==> src/rtl/core/vrpv_pkg.sv <==
// Shared types, widths and constants of the vertex rotate, project and viewport pipeline.
`default_nettype none

package vrpv_pkg;

  // Defaults of the top-level parameters.
  localparam int WINDOW_WIDTH_DEF    = 600;
  localparam int WINDOW_HEIGHT_DEF   = 600;
  localparam int SINE_TABLE_BITS_DEF = 10;

  // Field and register widths.
  localparam int COORD_W   = 16;
  localparam int CFG_IDX_W = 1;
  localparam int CFG_W     = 16;

  // Register indexes of the configuration port.
  typedef enum logic [CFG_IDX_W-1:0] {
    CFG_ROT_ANGLE = 1'b0,
    CFG_CAM_DIST  = 1'b1
  } cfg_idx_e;

  localparam logic        [CFG_W-1:0] ROT_RESET = 16'd0;
  localparam logic signed [CFG_W-1:0] CAM_RESET = 16'sd5120;

  // Internal datapath widths, sized for the largest window.
  localparam int PROD_W    = 32;
  localparam int XR_W      = 33;
  localparam int D_W       = 34;
  localparam int NUM_W     = 48;
  localparam int DEN_W     = 35;
  localparam int REM_W     = 51;
  localparam int QUO_W     = 16;
  localparam int DIV_STEPS = 16;

  // Pipeline layout: three front stages, the divider, one output stage.
  localparam int FRONT_STAGES = 3;
  localparam int NUM_STAGES   = FRONT_STAGES + DIV_STEPS + 2;

  // Near limit of depth in Q27, about 0.001.
  localparam logic signed [D_W-1:0] NEAR_LIMIT = 34'sd134218;

  // Quarter-wave sine polynomial coefficients in Q30.
  localparam longint SIN_C1 = 64'sd1686629713;
  localparam longint SIN_C3 = 64'sd693598669;
  localparam longint SIN_C5 = 64'sd85569306;
  localparam longint SIN_C7 = 64'sd5026995;
  localparam longint SIN_C9 = 64'sd172272;

  // Request handed from the transform front end to the dividers.
  typedef struct packed {
    logic signed [NUM_W-1:0] col_num;
    logic signed [NUM_W-1:0] row_num;
    logic        [DEN_W-1:0] den;
    logic                    clamped;
  } proj_t;

endpackage

`default_nettype wire

==> src/rtl/core/vrpv_front.sv <==
// Front end: rotation products, depth sum with near clamp, and scaled numerators.
`default_nettype none

module vrpv_front
  import vrpv_pkg::*;
#(
  parameter int WINDOW_WIDTH  = WINDOW_WIDTH_DEF,
  parameter int WINDOW_HEIGHT = WINDOW_HEIGHT_DEF
) (
  input  wire logic                      clk_i,
  input  wire logic [FRONT_STAGES-1:0]   en_i,
  input  wire logic signed [COORD_W-1:0] vx_i,
  input  wire logic signed [COORD_W-1:0] vy_i,
  input  wire logic signed [COORD_W-1:0] vz_i,
  input  wire logic signed [COORD_W-1:0] sin_i,
  input  wire logic signed [COORD_W-1:0] cos_i,
  input  wire logic signed [CFG_W-1:0]   cam_dist_i,
  output proj_t                          proj_o
);

  localparam logic signed [NUM_W-1:0] WW = NUM_W'(WINDOW_WIDTH);
  localparam logic signed [NUM_W-1:0] HH = NUM_W'(WINDOW_HEIGHT);

  logic signed [PROD_W-1:0]  xc_q, zs_q, xs_q, zc_q;
  logic signed [COORD_W-1:0] y1_q, y2_q;
  logic signed [CFG_W-1:0]   cam_q;
  logic signed [XR_W-1:0]    xr_d, xr_q;
  logic signed [D_W-1:0]     dsum, d_d, d_q;
  logic                      clamp_d, clamp_q;
  proj_t                     proj_d, proj_q;

  // First stage: the four rotation products.
  always_ff @(posedge clk_i) begin
    if (en_i[0]) begin
      xc_q  <= vx_i * cos_i;
      zs_q  <= vz_i * sin_i;
      xs_q  <= vx_i * sin_i;
      zc_q  <= vz_i * cos_i;
      y1_q  <= vy_i;
      cam_q <= cam_dist_i;
    end
  end

  // Second stage: rotated x and depth, depth raised to the near limit.
  always_comb begin
    xr_d    = XR_W'(xc_q) - XR_W'(zs_q);
    dsum    = D_W'(xs_q) + D_W'(zc_q) + (D_W'(cam_q) <<< 16);
    clamp_d = (dsum <= NEAR_LIMIT);
    d_d     = clamp_d ? NEAR_LIMIT : dsum;
  end

  always_ff @(posedge clk_i) begin
    if (en_i[1]) begin
      xr_q    <= xr_d;
      d_q     <= d_d;
      clamp_q <= clamp_d;
      y2_q    <= y1_q;
    end
  end

  // Third stage: viewport numerators and the doubled depth as divisor.
  always_comb begin
    proj_d.col_num = (NUM_W'(xr_q) + NUM_W'(d_q)) * WW;
    proj_d.row_num = (NUM_W'(d_q) - (NUM_W'(y2_q) <<< 14)) * HH;
    proj_d.den     = {d_q, 1'b0};
    proj_d.clamped = clamp_q;
  end

  always_ff @(posedge clk_i) begin
    if (en_i[2]) begin
      proj_q <= proj_d;
    end
  end

  assign proj_o = proj_q;

endmodule

`default_nettype wire

==> config.mk <==
export PLATFORM = sky130hd
export DESIGN_NAME = vrpv_front
export DESIGN_NICKNAME = d
export VERILOG_FILES = /design/src/rtl/core/vrpv_pkg.sv /design/src/rtl/core/vrpv_front.sv
export SDC_FILE = /design/constraint.sdc
export NUM_CORES = 2
export LEC_CHECK = 0
export BUFFER_PORTS_ARGS = -buffer_cell sky130_fd_sc_hd__buf_4
export CORE_MARGIN = 2
export CORE_UTILIZATION = 35
export DETAILED_ROUTE_END_ITERATION = 12
export SLEW_MARGIN = 20
export SYNTH_ARGS = -nofsm -noshare
export SYNTH_HDL_FRONTEND = slang
export SYNTH_SLANG_ARGS = --single-unit
export TNS_END_PERCENT = 30
==> constraint.sdc <==
create_clock -name clk_i -period 8.4 [get_ports clk_i]
set_input_delay 1.68 -clock clk_i [delete_from_list [all_inputs] [get_ports clk_i]]
set_output_delay 1.68 -clock clk_i [all_outputs]
set_load 0.03 [all_outputs]
==> metrics <==
outcome=finished with violations; failing checks=design-rule violations; worst slew pin tran=between 1 and 1.5 ns; Slew headroom=roughly 27%; Rows=about 160; Area Overhead vs Synth=9.76%; initial DRC count=2749; largest family of logic cells by synthesized area=adder cells; Hold WC Path Type=flop to flop; non-filler cells, final=9463; Post-Place Cells=9372; CP Data Arrival Time=about 8 ns; Syn Area/Cell=around 9.8 µm²; Initial Utilization=35.2%; worst r2r src=d_q[8]$_SDFFCE_PP0P_; HPWL after detailed placement=~150 mm; GPL Wtd Cong=0.910; initial antenna violation count=25; Final Max Tran Viols=0; Die ar.=192000 µm²; Avg WL per Cell=~19 µm; ys flop type=edfxtp_1; Post-layout nets=8910; post-synthesis compound-gate area fraction=7.26%; All-Layer GR Usage=19.0%; vias in the first global route=roughly 50k; vias per inst=4.84; Final Skew=0.0477 ns; Reg clk slew, reported paths=roughly 0.070 ns; clock latency on the worst-skew pair=0.65 ns; Die X=439 µm; routed wire length=179 mm; XOR/XNOR Fraction of Synth Area=4.40%; Max Fclk=0.129 GHz; first-pass GRT wire length=284 mm; count leader, synth=inv_1; antenna violation net count after detailed routing=0; via count=45.8k; I/O pin cnt=232; Max Cap Viol=0; Yosys top cell area share=36.4%; Pre-antenna DRT Iters=9; core area=188000 µm²; synth cell count leaders=inv_1, fa_1, ha_1; gr ovfl total=0; Synth area leader=fa_1; final core utilization=38.6%; post-layout min period=roughly 7.7 ns; Post-Synth Simple-Gate Area=12.4%; final worst setup slack=0.665 ns; EDFF count, synth=about 360; ranking of synthesized cells by area=fa_1, edfxtp_1, ha_1; DRC violations left=40; register area share after synthesis=16.5%; synthesized cell area=66100 µm²; Setup crit start=sin_i[1]; r2r setup slk=0.68 ns; Clock Sinks=around 360; count of state elements after synthesis=between 300 and 400; Adder-Cell Fraction of Synth Area=49.3%; Req. time, crit path=8.77 ns; Die Y=439 µm; pin count of the biggest net entering global routing=85; Final Hold Viols=0; Fin Setup TNS=0 ns; Synth cell types=89; reg2reg path depth=27; CTS tree=built; reg2reg end=proj_o[130]$_DFFE_PP_; final setup fails=0; share of cells above drive strength 1=6.76%; yosys warns=0; Post-Place Worst Slack=0.0195 ns; end point of the critical path=xs_q[31]$_DFFE_PP_; Critical Path End Type=flop; crit start category=input pin; Tcrit/Tclk final=~92%; htree depth=2; RSZ-0062 raised after global routing=no; Mapped Cells=about 6.7k; WS Path Type=input pin to flop; total clock buffers created by CTS=47; CTS Root Cell=clkbuf_16; IO Port Bufs=224; CP Max Fanout=32; clk buf depth=3; post-synthesis mux area share=0.0303%; Synth async-reset ratio=0%
[metrics by stage]
stage               hold WS [ns]  area [µm²]
CTS                        0.425       72500
floorplan                  0.400       66100
global route               0.427       72500
detailed placement         0.411       71000
global placement           0.408       71000
finish                     0.421       72600
[state kept, by name, summed over array words and instances, names as in the netlist, 32 cells and up]
signal	flops
d_q	34
proj_o	120
xc_q	32
xr_q	33
xs_q	32
zc_q	32
zs_q	32
[cell type report]
type	instances	area, µm²
multi-input cells	4630	48600
clock inverters	33	299
well taps	2495	3120
repair buffers	351	2680
flip-flops and latches	364	10900
fillers	18700	115000
inverters	1533	5750
clock buffers	54	1200
diodes	3	7.51
[repair_timing]
item                                    4_1_cts  5_1_grt
endpoints found under the setup margin        0        1
buffers inserted                              0        0
hold buffers                                  0        0
gates resized for setup                       0        2
[per-layer routing]
layer	GRT usage, %	vias to the layer above	share of wire (%)
li1	-	21300	-
met1	24.5	23100	42
met4	6.13	28	3.6
met5	0	-	0.098
met3	3.12	239	5.9
met2	32.5	1099	48
[logic make-up (layout without fill, tap and decap cells)]
family / Yosys count / in the layout
adders and majority gates: 1883 / 1883
DFF: 364 / 364
and+or+nand+nor: 1670 / 1670
buffers and inverters: 1757 / 1971
muxes: 2 / 2
AOI/OAI and AO/OA: 735 / 735
xor gates and xnor gates: 332 / 332
other: 1 / 11
[worst min-delay path by stage]
stage                                 start                  end  depth (start not counted)
after global placement    clamp_q$_DFFE_PP_  proj_o[0]$_DFFE_PP_                          0
after global routing      clamp_q$_DFFE_PP_  proj_o[0]$_DFFE_PP_                          0
after CTS                 clamp_q$_DFFE_PP_  proj_o[0]$_DFFE_PP_                          0
final                     clamp_q$_DFFE_PP_  proj_o[0]$_DFFE_PP_                          0
after floorplan           clamp_q$_DFFE_PP_  proj_o[0]$_DFFE_PP_                          0
after detailed placement  clamp_q$_DFFE_PP_  proj_o[0]$_DFFE_PP_                          0
[worst max-delay path: stages]
cell      delay, ns
buf_4          0.25
nand2_1        0.18
inv_1          0.10
fa_1           0.70
inv_1          0.15
fa_1           0.50
inv_1          0.06
fa_1           0.49
fa_1           0.52
fa_1           0.49
inv_1          0.05
fa_1           0.47
inv_1          0.04
ha_1           0.37
a21o_1         0.20
a21oi_1        0.13
o21bai_1       0.07
a21oi_1        0.16
o21ai_0        0.15
nor4_1         0.46
o311ai_0       0.31
a21o_1         0.24
a21oi_1        0.20
xnor2_1        0.11
[layout by cell type, fill, tap and decap left out, types with 47 or more instances in the layout]
cell,synthesis,routed
a21o_1,103,103
a21oi_1,232,232
and2_1,450,450
buf_4,12,346
clkbuf_16,0,47
edfxtp_1,364,364
fa_1,1202,1202
ha_1,681,681
inv_1,1533,1533
nand2_1,671,671
nand2b_1,57,57
nand3_1,63,63
nor2_1,214,214
nor3_1,70,70
o21ai_0,122,122
xnor2_1,239,238
xor2_1,93,92
Power is not shown: default switching activity piles up to over one toggle a cycle in this logic, so the estimate is an artifact.
