`src/rtl/core/vrpv_pkg.sv`:
```
// Shared types, widths and constants of the vertex rotate, project and viewport pipeline.
`default_nettype none

package vrpv_pkg;

  // Defaults of the top-level parameters.
  localparam int WINDOW_WIDTH_DEF    = 600;
  localparam int WINDOW_HEIGHT_DEF   = 600;
  localparam int SINE_TABLE_BITS_DEF = 10;

  // Field and register widths.
  localparam int COORD_W   = 16;
  localparam int CFG_IDX_W = 1;
  localparam int CFG_W     = 16;

  // Register indexes of the configuration port.
  typedef enum logic [CFG_IDX_W-1:0] {
    CFG_ROT_ANGLE = 1'b0,
    CFG_CAM_DIST  = 1'b1
  } cfg_idx_e;

  localparam logic        [CFG_W-1:0] ROT_RESET = 16'd0;
  localparam logic signed [CFG_W-1:0] CAM_RESET = 16'sd5120;

  // Internal datapath widths, sized for the largest window.
  localparam int PROD_W    = 32;
  localparam int XR_W      = 33;
  localparam int D_W       = 34;
  localparam int NUM_W     = 48;
  localparam int DEN_W     = 35;
  localparam int REM_W     = 51;
  localparam int QUO_W     = 16;
  localparam int DIV_STEPS = 16;

  // Pipeline layout: three front stages, the divider, one output stage.
  localparam int FRONT_STAGES = 3;
  localparam int NUM_STAGES   = FRONT_STAGES + DIV_STEPS + 2;

  // Near limit of depth in Q27, about 0.001.
  localparam logic signed [D_W-1:0] NEAR_LIMIT = 34'sd134218;

  // Quarter-wave sine polynomial coefficients in Q30.
  localparam longint SIN_C1 = 64'sd1686629713;
  localparam longint SIN_C3 = 64'sd693598669;
  localparam longint SIN_C5 = 64'sd85569306;
  localparam longint SIN_C7 = 64'sd5026995;
  localparam longint SIN_C9 = 64'sd172272;

  // Request handed from the transform front end to the dividers.
  typedef struct packed {
    logic signed [NUM_W-1:0] col_num;
    logic signed [NUM_W-1:0] row_num;
    logic        [DEN_W-1:0] den;
    logic                    clamped;
  } proj_t;

endpackage

`default_nettype wire

```
`src/rtl/core/vrpv_div.sv`:
```
// Pipelined restoring divider, one quotient bit per stage, with an overflow flag.
`default_nettype none

module vrpv_div
  import vrpv_pkg::*;
(
  input  wire logic                    clk_i,
  input  wire logic [DIV_STEPS:0]      en_i,
  input  wire logic signed [NUM_W-1:0] num_i,
  input  wire logic [DEN_W-1:0]        den_i,
  output logic [QUO_W-1:0]             mag_o,
  output logic                         neg_o,
  output logic                         ovf_o
);

  logic [REM_W-1:0] rem_q [DIV_STEPS+1];
  logic [DEN_W-1:0] den_q [DIV_STEPS+1];
  logic [QUO_W-1:0] quo_q [DIV_STEPS+1];
  logic             neg_q [DIV_STEPS+1];
  logic             ovf_q [DIV_STEPS+1];

  logic [NUM_W-1:0] mag;
  logic [REM_W-1:0] rem0;

  // Entry stage: magnitude of the numerator and the check that the quotient fits.
  always_comb begin
    mag  = num_i[NUM_W-1] ? NUM_W'(-num_i) : NUM_W'(num_i);
    rem0 = REM_W'(mag);
  end

  always_ff @(posedge clk_i) begin
    if (en_i[0]) begin
      rem_q[0] <= rem0;
      den_q[0] <= den_i;
      quo_q[0] <= '0;
      neg_q[0] <= num_i[NUM_W-1];
      ovf_q[0] <= (rem0 >= (REM_W'(den_i) << DIV_STEPS));
    end
  end

  // One trial subtraction per stage, most significant quotient bit first.
  for (genvar i = 1; i <= DIV_STEPS; i++) begin : g_step
    logic [REM_W-1:0] trial;
    logic             take;

    always_comb begin
      trial = REM_W'(den_q[i-1]) << (DIV_STEPS - i);
      take  = (rem_q[i-1] >= trial);
    end

    always_ff @(posedge clk_i) begin
      if (en_i[i]) begin
        rem_q[i] <= take ? (rem_q[i-1] - trial) : rem_q[i-1];
        den_q[i] <= den_q[i-1];
        quo_q[i] <= {quo_q[i-1][QUO_W-2:0], take};
        neg_q[i] <= neg_q[i-1];
        ovf_q[i] <= ovf_q[i-1];
      end
    end
  end

  assign mag_o = quo_q[DIV_STEPS];
  assign neg_o = neg_q[DIV_STEPS];
  assign ovf_o = ovf_q[DIV_STEPS];

endmodule

`default_nettype wire

```
`config.mk`:
```
export PLATFORM = sky130hd
export DESIGN_NAME = vrpv_div
export DESIGN_NICKNAME = d
export VERILOG_FILES = /design/src/rtl/core/vrpv_pkg.sv /design/src/rtl/core/vrpv_div.sv
export SDC_FILE = /design/constraint.sdc
export NUM_CORES = 2
export LEC_CHECK = 0
export BUFFER_PORTS_ARGS = -buffer_cell sky130_fd_sc_hd__buf_2
export CORE_MARGIN = 2
export CORE_UTILIZATION = 45
export CTS_CLUSTER_SIZE = 8
export DETAILED_ROUTE_END_ITERATION = 6
export PLACE_DENSITY = 0.71
export SLEW_MARGIN = 20
export SYNTH_ARGS = -nofsm -noshare
export SYNTH_HDL_FRONTEND = slang
export SYNTH_SLANG_ARGS = --single-unit
```
`constraint.sdc`:
```
create_clock -name clk_i -period 13.2 [get_ports clk_i]
set_input_delay 2.64 -clock clk_i [delete_from_list [all_inputs] [get_ports clk_i]]
set_output_delay 2.64 -clock clk_i [all_outputs]
set_load 0.05 [all_outputs]
```
==> summary.txt <==
GRT Total Usage: 20.37%
Element type at the critical path end: register
Commonest cells in the netlist: 1543 x edfxtp_1, 790 x nand2_1, 747 x inv_1, 665 x o21ai_0, 635 x a21oi_1
Share of the synthesized area in the top cell type: 52.78%
Largest cells by area after synthesis: edfxtp_1 53%, ha_1 8.4%, o21ai_0 3.8%, a21oi_1 3.6%, nand2_1 3.4%
Core Rows: 162
Final setup fails: 0
CTS resizes: 0
Synth cell types: 116
CTS sink count: 1543
Core footprint: 194400 um^2
Flop-to-flop setup slack: 8.36 ns
Vias in the first global route: 62164
Max IR drop VDD: 124.6 uV
Mapped Nets: 8874
Clk_lat worst skew: 0.85 ns
Seq/Total Area, Yosys: 52.78%
Class of the tightest hold or removal check: register to register
Post-route worst setup slack: 7.292 ns
Synthesized area per cell: 10.75 um^2
Worst r2r dst: rem_q[0][556]
FF+latch count, synth: 1543
DIE HEIGHT: 445.7 um
Ports: 119
PD cells: 212.7 nW/um^2
Startpoint types: input port
Arr. time, crit path: 6.49 ns
Die Footprint: 198600 um^2
Slew margin rel.: 23.26%
Clock transition at the registers of the reported paths: 0.05 ns
Fin crit share: 44.76%
Total negative setup slack: 0 ns
Pwr Total: 20.59 mW
Worst reg2reg startpoint: den_q[0][316]
Max cap viols: 0
Synth-to-layout area growth: 10.26%
Detail Route Antenna Nets: 0
Most used DFF post-synth: edfxtp_1
Violated checks: design-rule violations
CTS H-tree lvls: 4
Gate count after technology mapping: 8166
Flip-flop and latch area: 46330 um^2
CP Class: input port to register
Reg2Reg Depth: 15
Cell with the most instances after synthesis: edfxtp_1
Starting Density: 45.17%
Vias/cell: 5.610
Outcome: complete, but fails checks
Largest net degree at the start of global routing: 78
Pre-CTS WS: 6.453 ns
Antenna violations before repair: 0
Max Clock Freq: 0.1693 GHz
Grt total ovfl: 0
Post-synth top area cell: edfxtp_1
Drt wl/cell: 18.89 um
Worst EP required: 13.78 ns
Global-route wire length before repair: 321.5 mm
CP max FO: 6
Hold Vio Cnt, Final: 0
Post-layout net count: 9009
Share of cells above drive strength 1: 6.272%
Final Skew: 0.05853 ns
# DRC: 3
Setup crit end: ovf_q[0][0]
RSZ-0062 raised after global routing: false
Hold buffer count at cts: 0
Mapped cell area: 87800 um^2
CTS tree: built
Total CTS buffers: 211
Drt pass-1 iters: 7
Die X: 445.7 um
Multi-input gate area in the final layout: 37740 um^2
Tightest Pin Transition: 1.141 ns
Port buffer count: 118
Post-CTS Setup Repair Bufs: 0
Root Driver: clkbuf_16
Wirelength, routed: 205.3 mm
GPL Wtd Cong: 0.9627
Synth warnings: 0
Buffer depth of the longest clock path: 3
Final Max Slew Viols: 0
DR iter-0 viols: 4192
Routed vias: 60961
P_leak: 38.31 nW
Number of flops mapped to enable cells by yosys: 1543
Fillers: 16842
Async S/R FF share, synth: 0%
Post-DP HPWL: 161.4 mm
Worst setup path startpoint: num_i[13]
Tmin final: 5.908 ns
[sequential cells by signal (all words and copies together) (netlist names)]
name and cells:
rem_q 813, den_q 560, quo_q 136, neg_q 17, ovf_q 17
[through the flow]
stage	cell area (um^2)	hold WS, ns	instances	util [%]
after floorplan	87800	0.4003	8166	-
after global placement	91040	0.4016	10630	46.84
after detailed placement	91050	0.4045	10630	46.84
after CTS	96790	0.3767	10865	49.79
after global routing	96800	0.3866	10865	49.80
final	96800	0.3750	10866	49.80
[routing by layer]
layer / part of all wire [%] / vias to the layer above / GRT usage (%)
met3: 3.2 / 717 / 2.750
met5: 0 / - / 0
li1: - / 30027 / -
met1: 35 / 28445 / 19.34
met2: 54 / 1772 / 39.71
met4: 7.7 / 0 / 14.46
[cell usage in the layout, fill, tap and decap left out, types with 29 or more instances in the layout]
| master | instances |
|---|---|
| ha_1 | 592 |
| and2_1 | 29 |
| nor3_1 | 133 |
| buf_4 | 60 |
| o31ai_1 | 59 |
| a31oi_1 | 58 |
| nand2_1 | 790 |
| o21ai_0 | 665 |
| xor2_1 | 282 |
| nand3_1 | 138 |
| a211oi_1 | 43 |
| nand2b_1 | 68 |
| o21a_1 | 55 |
| edfxtp_1 | 1543 |
| a21o_1 | 306 |
| nor2b_1 | 79 |
| nor2_1 | 435 |
| buf_2 | 102 |
| inv_1 | 747 |
| o211ai_1 | 43 |
| o21bai_1 | 93 |
| clkbuf_16 | 211 |
| xnor2_1 | 338 |
| a21oi_1 | 635 |
| and3_1 | 64 |
| nand4_1 | 147 |
| nor4_1 | 72 |
| or3_1 | 41 |
[cell type report]
| cell class | count | area share (%) |
|---|---|---|
| clock inverters | 15 | 0.4446 |
| flip-flops and latches | 1543 | 47.87 |
| well taps | 2542 | 3.286 |
| inverters | 756 | 2.932 |
| diodes | 1 | 0.002585 |
| repair buffers | 162 | 0.9927 |
| clock buffers | 220 | 5.490 |
| multi-input cells | 5627 | 38.99 |
[report_power, final]
group,internal (mW),total [mW],leakage [nW],switching [mW]
logic,3.30,8.15,20.6,4.85
clock network,2.82,4.81,2.78,1.98
registers,6.96,7.63,15.0,0.669
total,13.1,20.6,38.3,7.50
[kinds of logic (layout without fill, tap and decap cells)]
kind of cell / Yosys count / after routing / synth area share [%]
multiplexers: 35 / 35 / 0.4404
XOR/XNOR: 620 / 620 / 6.185
AO/OA/AOI/OAI: 2211 / 2211 / 15.59
AND/OR/NAND/NOR: 2154 / 2154 / 11.86
flip-flops: 1543 / 1543 / 52.78
other: 0 / 1 / 0
buffers and inverters: 996 / 1153 / 4.369
adder cells (fa/ha/maj): 607 / 607 / 8.779
[worst min path at each step]
stage	startpoint	to	slack (ns)	depth (start not counted)
floorplan	neg_q[0][9]	neg_q[0][10]	0.40	0
global placement	quo_q[13][11]	quo_q[14][12]	0.40	0
detailed placement	ovf_q[0][15]	ovf_q[0][16]	0.40	0
CTS	neg_q[0][3]	neg_q[0][4]	0.38	0
global route	neg_q[0][3]	neg_q[0][4]	0.39	0
finish	neg_q[0][3]	neg_q[0][4]	0.37	0
[worst max-delay path, cell delays in order]
cell and delay, ns:
buf_2 0.13, or4_4 0.54, nor4_1 0.26, and4b_1 0.35, nand2_1 0.18, or3_4 0.45, inv_2 0.08, nand3_1 0.14
o41ai_2 0.27, xnor2_1 0.19, ha_1 0.28, nor2b_1 0.13, o21ai_0 0.16, nand2b_1 0.08, a21oi_1 0.32, o21ai_0 0.15
nand2_1 0.10, nand2_1 0.05
Power figures use the tool's default switching activity.
